<file path="config.mk">
export PLATFORM = sky130hd
export DESIGN_NAME = almtp_interp
export DESIGN_NICKNAME = d
export VERILOG_FILES = /design/src/rtl/almtp_pkg.sv /design/src/rtl/almtp_interp.sv
export SDC_FILE = /design/constraint.sdc
export NUM_CORES = 1
export LEC_CHECK = 0
export BUFFER_PORTS_ARGS = -buffer_cell sky130_fd_sc_hd__buf_2
export CORE_AREA = 2 2 154 156
export DETAILED_ROUTE_END_ITERATION = 8
export DIE_AREA = 0 0 156 158
export PLACE_DENSITY = 0.83
export REMOVE_ABC_BUFFERS = 1
export SYNTH_ARGS = -nofsm -noshare
export SYNTH_HDL_FRONTEND = slang
export SYNTH_SLANG_ARGS = --single-unit
</file>
<file path="constraint.sdc">
create_clock -name vclk -period 15.85
set_input_delay 0.7925 -clock vclk [all_inputs]
set_output_delay 0.7925 -clock vclk [all_outputs]
set_load 0.005 [all_outputs]
</file>
<file path="src/rtl/almtp_pkg.sv">
// Shared types, widths and constants for the true peak level meter.
// Used by almtp_interp and audio_level_meter_true_peak_core; no dependencies.
`default_nettype none

package almtp_pkg;

   // Fixed field and state widths.
   localparam int SAMPLE_W  = 24;
   localparam int MAG_W     = 24;
   localparam int SQ_W      = 48;
   localparam int SSUM_W    = 64;
   localparam int IDX_W     = 12;
   localparam int BLEN_W    = 13;
   localparam int CHAN_W    = 4;
   localparam int COEFF_W   = 24;
   localparam int ONE_W     = 25;
   localparam int CLIP_W    = 20;
   localparam int TP_W      = 26;
   localparam int VU_W      = 32;
   localparam int DB_W      = 16;
   localparam int DIV_W     = 16;
   localparam int ROOT_W    = 32;
   localparam int SREM_W    = 34;
   localparam int MUL_W     = 32;
   localparam int INTERP_W  = 36;
   localparam int CSR_IDX_W = 2;
   localparam int CSR_W     = 24;

   localparam int MAX_BLOCK_SAMPLES = 4096;
   localparam int MAX_CHANNELS      = 8;

   // Register indexes of the configuration port.
   localparam logic [CSR_IDX_W-1:0] CSR_PEAK_COEFF = 2'd0;
   localparam logic [CSR_IDX_W-1:0] CSR_VU_COEFF   = 2'd1;
   localparam logic [CSR_IDX_W-1:0] CSR_CLIP_HOLD  = 2'd2;

   localparam logic [COEFF_W-1:0] PEAK_COEFF_RESET = 24'd16776411;
   localparam logic [COEFF_W-1:0] VU_COEFF_RESET   = 24'd16771851;
   localparam logic [CLIP_W-1:0]  CLIP_HOLD_RESET  = 20'd72000;

   localparam logic [ONE_W-1:0]  Q24_ONE        = 25'h100_0000;
   localparam logic [TP_W-1:0]   TP_MAX         = '1;
   localparam logic [TP_W-1:0]   CLIP_THRESHOLD = 26'd8292584;
   localparam logic [MUL_W-1:0]  DB_SCALE_Q16   = 32'd101008905;
   localparam logic signed [DB_W-1:0] DB_FLOOR  = -16'sd25600;
   localparam logic signed [DB_W-1:0] DB_CEIL   = 16'sd1024;

   // Interpolation phase codes (t = 1/4, 1/2, 3/4).
   localparam logic [1:0] INTERP_T1 = 2'd1;
   localparam logic [1:0] INTERP_T2 = 2'd2;
   localparam logic [1:0] INTERP_T3 = 2'd3;

   typedef struct packed {
      logic signed [SAMPLE_W-1:0] sample;
      logic                       last_of_channel;
      logic                       last_of_block;
   } req_payload_type;

   typedef struct packed {
      logic signed [DB_W-1:0] peak_level_db;
      logic signed [DB_W-1:0] true_peak_level_db;
      logic signed [DB_W-1:0] vu_level_db;
      logic [CLIP_W-1:0]      clip_hold_left;
   } rsp_payload_type;

   // Catmull-Rom segment coefficients and the phase to evaluate.
   typedef struct packed {
      logic signed [27:0]         a0;
      logic signed [27:0]         a1;
      logic signed [25:0]         a2;
      logic signed [SAMPLE_W-1:0] y1;
      logic [1:0]                 k;
   } seg_coef_type;

endpackage

`default_nettype wire

</file>
<file path="src/rtl/almtp_interp.sv">
// Evaluates one 4x Catmull-Rom interpolant and returns its rounded magnitude.
// Depends on almtp_pkg for the segment struct and widths.
`default_nettype none

module almtp_interp (
   input  almtp_pkg::seg_coef_type      seg_i,
   output logic [almtp_pkg::TP_W-1:0]   tp_mag_o
);
   import almtp_pkg::*;

   logic signed [INTERP_W-1:0] a0_x, a1_x, a2_x, y1_x;
   logic signed [INTERP_W-1:0] t0, t1, t2, v;
   logic [INTERP_W-1:0]        v_abs;
   logic [INTERP_W-8:0]        v_rnd;

   always_comb begin
      a0_x = INTERP_W'(seg_i.a0);
      a1_x = INTERP_W'(seg_i.a1);
      a2_x = INTERP_W'(seg_i.a2);
      y1_x = INTERP_W'(seg_i.y1);
      unique case (seg_i.k)
         INTERP_T1: begin
            t0 = a0_x;
            t1 = a1_x * 36'sd4;
            t2 = a2_x * 36'sd16;
         end
         INTERP_T2: begin
            t0 = a0_x * 36'sd8;
            t1 = a1_x * 36'sd16;
            t2 = a2_x * 36'sd32;
         end
         INTERP_T3: begin
            t0 = a0_x * 36'sd27;
            t1 = a1_x * 36'sd36;
            t2 = a2_x * 36'sd48;
         end
         default: begin
            t0 = '0;
            t1 = '0;
            t2 = '0;
         end
      endcase
      // Value in 1/128 sample units; round its magnitude half up.
      v        = t0 + t1 + t2 + (y1_x * 36'sd128);
      v_abs    = v[INTERP_W-1] ? $unsigned(-v) : $unsigned(v);
      v_rnd    = (INTERP_W-7)'((v_abs + INTERP_W'(64)) >> 7);
      tp_mag_o = (v_rnd > (INTERP_W-7)'(TP_MAX)) ? TP_MAX : TP_W'(v_rnd);
   end

endmodule

`default_nettype wire

</file>
==> reports/metrics.cfg, run 1 <==
[route]
postRouteAntennaNets = 0
firstDrtPassIters = 5
drc_errors = 0
first_iter_violations = 961
vias = 12800
vias_per_cell = 6.04
wl_um = 35900
post_drt_wl_per_cell_um = 16.9

[floorplanning]
pin_count = 134
die_x_um = 156
die-area_um2 = 24600
fp.coreArea_um2 = 23100
initial_core_util = 0.569
die_height_um = 158
fp-row-count = 56

[timing]
worst_slew_pin_slew_ns = 1.01
min_period_ns = 12.88
drv_slew = 0
fmax_mhz = 77.7
setup_tns_ns = 0
finalCritPeriodShare = 0.812
rsz0062_at_grt = no
hold_viol_final = 0
final-setup-viol-count = 0
slew_headroom = 0.325

[placement]
place_hpwl_um = 30200
dp.cells = 2117
numPortBuffers = 134
routabilityCongestion = 0.983

[logic_synthesis]
synth_compound_area_frac = 0.235
synth-xor-area-share = 0.0982
ys_types = 76
ys_warn_count = 0
yosys.area.top_type = ha_1
netlist_area_um2 = 13100
synth_top_family_by_area = adder cells
yosysSeqAreaShare = 0
synth.area.top_cells = ha_1 (20%), fa_1 (17%), xnor2_1 (6.5%)
synth_top_area_share = 0.200
synth_fa_ha_area_frac = 0.366
avgSynthCellArea_um2 = 7.54
yosys.area_share.simple = 0.175
synth_mux_area_frac = 0.0485
netlist_instances = 1739

[flow_run]
drv_cap = 0

[finish]
post-route-util = 0.607
seqCellArea_um2 = 0
syn_to_final_growth_pct = 6.83
nClkBuffers = 0
nNetsFinal = 2255
fill_cells = 2125
nFlopsAndLatches = 0
final_cell_count_no_fill = 2123
multiInputGateArea_um2 = 12100
drive_gt1_frac = 0.103

[grt]
grt_pass1_wl_um = 58700
grt.overflow.total = 0
antenna_found_initial = 5
grt_pass1_vias = 12300
grt_max_degree = 54
track_usage = 0.286

[clock_tree]
cts_hold_buf = 0
cts-resized-gates = 0
cts_setup_buffers = 0

[worst_setup_path]
critical_path.max_fanout = 26
slowest_delay_ns = 0.55
worst-setup-path-type = input port to primary output
slowest_stage = a22oi_4
critical_path_arrival_ns = 12.08
cp_data_required_time_ns = 15.06
end_kind = primary output
critPathLaunchType = input port

[power_and_ir_drop]
peakVddDrop_mv = 0.172
p_per_area_nw_per_um2 = 213
power.leakage_nw = 6.98
total_power_mw = 2.98

[min_path]
min_path_type = input port to primary output

[outcome]
status = completed

-- final cells by class --
| class | count | area share |
|---|---|---|
| tap | 290 | 0.0259 |
| inverter | 213 | 0.0571 |
| timing repair buffer | 141 | 0.0518 |
| antenna | 6 | 0.00107 |
| multi-input combinational | 1473 | 0.864 |
-- placed cells by master (no fill, tap or decap), types with 19 or more instances in the layout --
cell type,instances
a22oi_1,29
nor2_1,117
fa_1,109
inv_1,213
mux2i_1,41
and3_1,21
nor2b_1,21
nor3_1,36
nand3_1,34
a21o_1,55
nand4_1,19
xor2_1,49
ha_1,209
a21oi_1,118
mux2_2,20
o21ai_0,104
nand2_1,140
xnor2_1,98
buf_2,133
-- kinds of logic (layout without fill, tap and decap cells) --
| kind of cell | Yosys count | after routing |
|---|---|---|
| simple gates | 473 | 473 |
| mux | 61 | 61 |
| xor+xnor | 147 | 147 |
| other cells | 0 | 6 |
| buf+inv | 266 | 354 |
| fa+ha+maj | 318 | 318 |
| compound gates | 474 | 474 |
-- critical path: cells and delay by family --
family,cells,cell delay [ns]
compound gates,21,4.70
xor+xnor,2,0.29
fa+ha+maj,8,3.20
buf+inv,6,0.78
mux,2,0.54
simple gates,9,1.74
-- final timing paths --
| path | start | slack (ns) | to | cells past startpoint |
|---|---|---|---|---|
| hold / removal | seg_i[31] | 2.78 | tp_mag_o[3] | 10 |
| setup / recovery | seg_i[85] | 2.97 | tp_mag_o[11] | 48 |
-- synthesized netlist by cell type (29+ instances only) --
cell type    n
xor2_1      49
nor2_1     118
fa_1       109
clkbuf_1    38
o21ai_0    104
a21oi_1    118
a22oi_1     29
xnor2_1     98
inv_1      213
a21o_1      55
nand2_1    140
mux2i_1     41
nor3_1      36
ha_1       209
nand3_1     34
-- power by group --
group          switching, mW    total (mW)  internal (mW)
sequential                 0             0              0
clock                      0  0.0000000508   0.0000000507
combinational           1.76          2.98           1.22
-- layer usage --
metal  vias to the layer above  track usage  wire length, um
met5                         -            0                0
met4                         0       0.0716              994
met3                        70       0.0104             1890
met2                       470        0.516            17300
met1                      5959        0.379            15700
li1                       6322            -                -
-- through the flow --
stage                     hold WS [ns]  cell area [um2]  worst slack (ns)
final                             2.78            14000              2.97
after global routing              2.90            14000              2.00
after CTS                         2.76            14000              3.03
after detailed placement          2.74            14000              3.08
after global placement            2.73            14000              3.44
after floorplan                   2.23            12900              3.93
Power figures use the tool's default switching activity.
==> run 2: changes to the inputs <==
--- a/config.mk
+++ b/config.mk
@@ -5,10 +5,11 @@
 export SDC_FILE = /design/constraint.sdc
 export NUM_CORES = 1
 export LEC_CHECK = 0
+export ABC_AREA = 1
 export BUFFER_PORTS_ARGS = -buffer_cell sky130_fd_sc_hd__buf_2
-export CORE_AREA = 2 2 154 156
+export CORE_AREA = 2 2 160 162
 export DETAILED_ROUTE_END_ITERATION = 8
-export DIE_AREA = 0 0 156 158
+export DIE_AREA = 0 0 162 164
 export PLACE_DENSITY = 0.83
 export REMOVE_ABC_BUFFERS = 1
 export SYNTH_ARGS = -nofsm -noshare
==> constraint.sdc (replaced) <==
create_clock -name vclk -period 13.1
set_input_delay 0.655 -clock vclk [all_inputs]
set_output_delay 0.655 -clock vclk [all_outputs]
set_load 0.005 [all_outputs]
==> run 2 against run 1 <==
Global-route usage rose by 3.8 points. First-iteration DRC count rose by 13%. Clock-buffer cell count did not move. Cell area rose by 8.5%. Routed wire length rose by 20%.
==> reports/metrics.cfg, run 2 <==
[worst_setup_path]
end_kind = primary output
path_common_cell = nand2_1
slowest_stage = fa_1
worst-setup-path-type = input port to primary output
critPathLaunchType = input port
critical_path_arrival_ns = 9.84
critical_path.max_fanout = 42
slowest_delay_ns = 0.53
cp_data_required_time_ns = 12.44

[route]
wl_um = 43200
first_iter_violations = 1090
postRouteAntennaNets = 0
vias_per_cell = 5.54
drc_errors = 0
vias = 15300
post_drt_wl_per_cell_um = 15.6
firstDrtPassIters = 5

[grt]
track_usage = 0.325
grt_max_degree = 71
antenna_found_initial = 4
grt_pass1_vias = 15000
grt.overflow.total = 0
grt_pass1_wl_um = 70300

[logic_synthesis]
yosysSeqAreaShare = 0
synth.area.top_cells = ha_1 (18%), nand2_1 (16%), fa_1 (15%)
netlist_area_um2 = 14200
synth_common_cells = nand2_1 (596), inv_1 (504), ha_1 (209)
ys_warn_count = 0
synth_top_area_share = 0.184
synth_fa_ha_area_frac = 0.337
avgSynthCellArea_um2 = 6.11
synth_mux_area_frac = 0
ys_types = 51
synth_top_family_by_area = adder cells
synth_compound_area_frac = 0.158
yosys.area_share.simple = 0.319
synth-xor-area-share = 0.0354
yosys.area.top_type = ha_1
netlist_instances = 2329
post-synth-top-count-cell = nand2_1

[finish]
final_common_cell = nand2_1
syn_to_final_growth_pct = 6.69
drive_gt1_frac = 0.102
nFlopsAndLatches = 0
seqCellArea_um2 = 0
layout_common_cells = nand2_1 (596), inv_1 (504), ha_1 (209)
nClkBuffers = 0
final_area_um2 = 15200
nNetsFinal = 2863

[clock_tree]
cts_hold_buf = 0
cts-resized-gates = 0
cts_setup_buffers = 0

[floorplanning]
die-area_um2 = 26600
die_x_um = 162
fp-row-count = 58
fp.coreArea_um2 = 24800
die_height_um = 164
initial_core_util = 0.574
pin_count = 134

[flow_run]
drv_cap = 0

[timing]
hold_viol_final = 0
worst_slew_pin_slew_ns = 0.848
rsz0062_at_grt = no
setup_tns_ns = 0
final-setup-viol-count = 0
min_period_ns = 10.49
slew_headroom = 0.435
finalCritPeriodShare = 0.801
fmax_mhz = 95.3
drv_slew = 0

[power_and_ir_drop]
power.leakage_nw = 8.70
peakVddDrop_mv = 0.255
p_per_area_nw_per_um2 = 256

[min_path]
whs_path_depth = 11
min_path_type = input port to primary output

[outcome]
status = completed

[placement]
numPortBuffers = 134
routabilityCongestion = 0.946
place_hpwl_um = 37800
postPlaceCellArea_um2 = 15200

[run 2: changes by cell type after synthesis, moves of 41 or more]
cell,change
mux2i_1,-41
a21o_1,-52
xnor2_1,-87
nand2_1,+456
inv_1,+291
a21oi_1,+44
nor2_1,+50
o221ai_1,+43
nand3_1,+78
[run 2: final cells by class]
| type | instances | area [um2] |
|---|---|---|
| Antenna cell | 2 | 5.00 |
| Timing Repair Buffer | 139 | 708 |
| Tap cell | 330 | 413 |
| Multi-Input combinational cell | 1772 | 12100 |
| Inverter | 524 | 1970 |
| Fill cell | 2502 | 9630 |
[run 2: path summary, 6_finish.rpt]
check	from	end	slack, ns
setup / recovery	seg_i[85]	tp_mag_o[0]	2.61
hold / removal	seg_i[80]	tp_mag_o[2]	2.42
[run 2: cells by family after synthesis]
kind of cell	Yosys count
adders and majority gates	318
buffers and inverters	557
and+or+nand+nor	1020
AOI/OAI and AO/OA	379
xor gates and xnor gates	55
[run 2: worst max-delay path, delay by kind of cell]
kind | cells | cell delay, ns
AND/OR/NAND/NOR | 28 | 3.43
adder cells (fa/ha/maj) | 8 | 3.22
AO/OA/AOI/OAI | 9 | 1.70
buffers and inverters | 9 | 0.82
[run 2: layer usage]
layer  wire length (um)  vias up  GRT usage
li1                   -     7706          -
met1              17800     7043      0.396
met2              21100      475      0.592
met3               2360      115     0.0280
met4               1970        2      0.126
met5                 11        -          0
[run 2: stage by stage]
step                utilization  cells  power, mW  worst slack (ns)  hold WS [ns]
floorplan                     -   2296       2.94              4.05          1.93
global placement          0.612   2765       3.79              2.94          2.36
detailed placement        0.612   2765       3.86              2.63          2.41
CTS                       0.612   2765       3.87              2.63          2.41
global route              0.612   2766       4.43              1.81          2.54
finish                    0.612   2767       3.89              2.61          2.42
[run 2: where the power goes]
group / leakage [nW] / switching [mW] / total [mW] / internal, mW
registers: 0 / 0 / 0 / 0
clock network: 0.0000127 / 0 / 0.0000000205 / 0.0000000204
logic: 8.70 / 2.63 / 3.89 / 1.27
total: 8.70 / 2.63 / 3.89 / 1.27
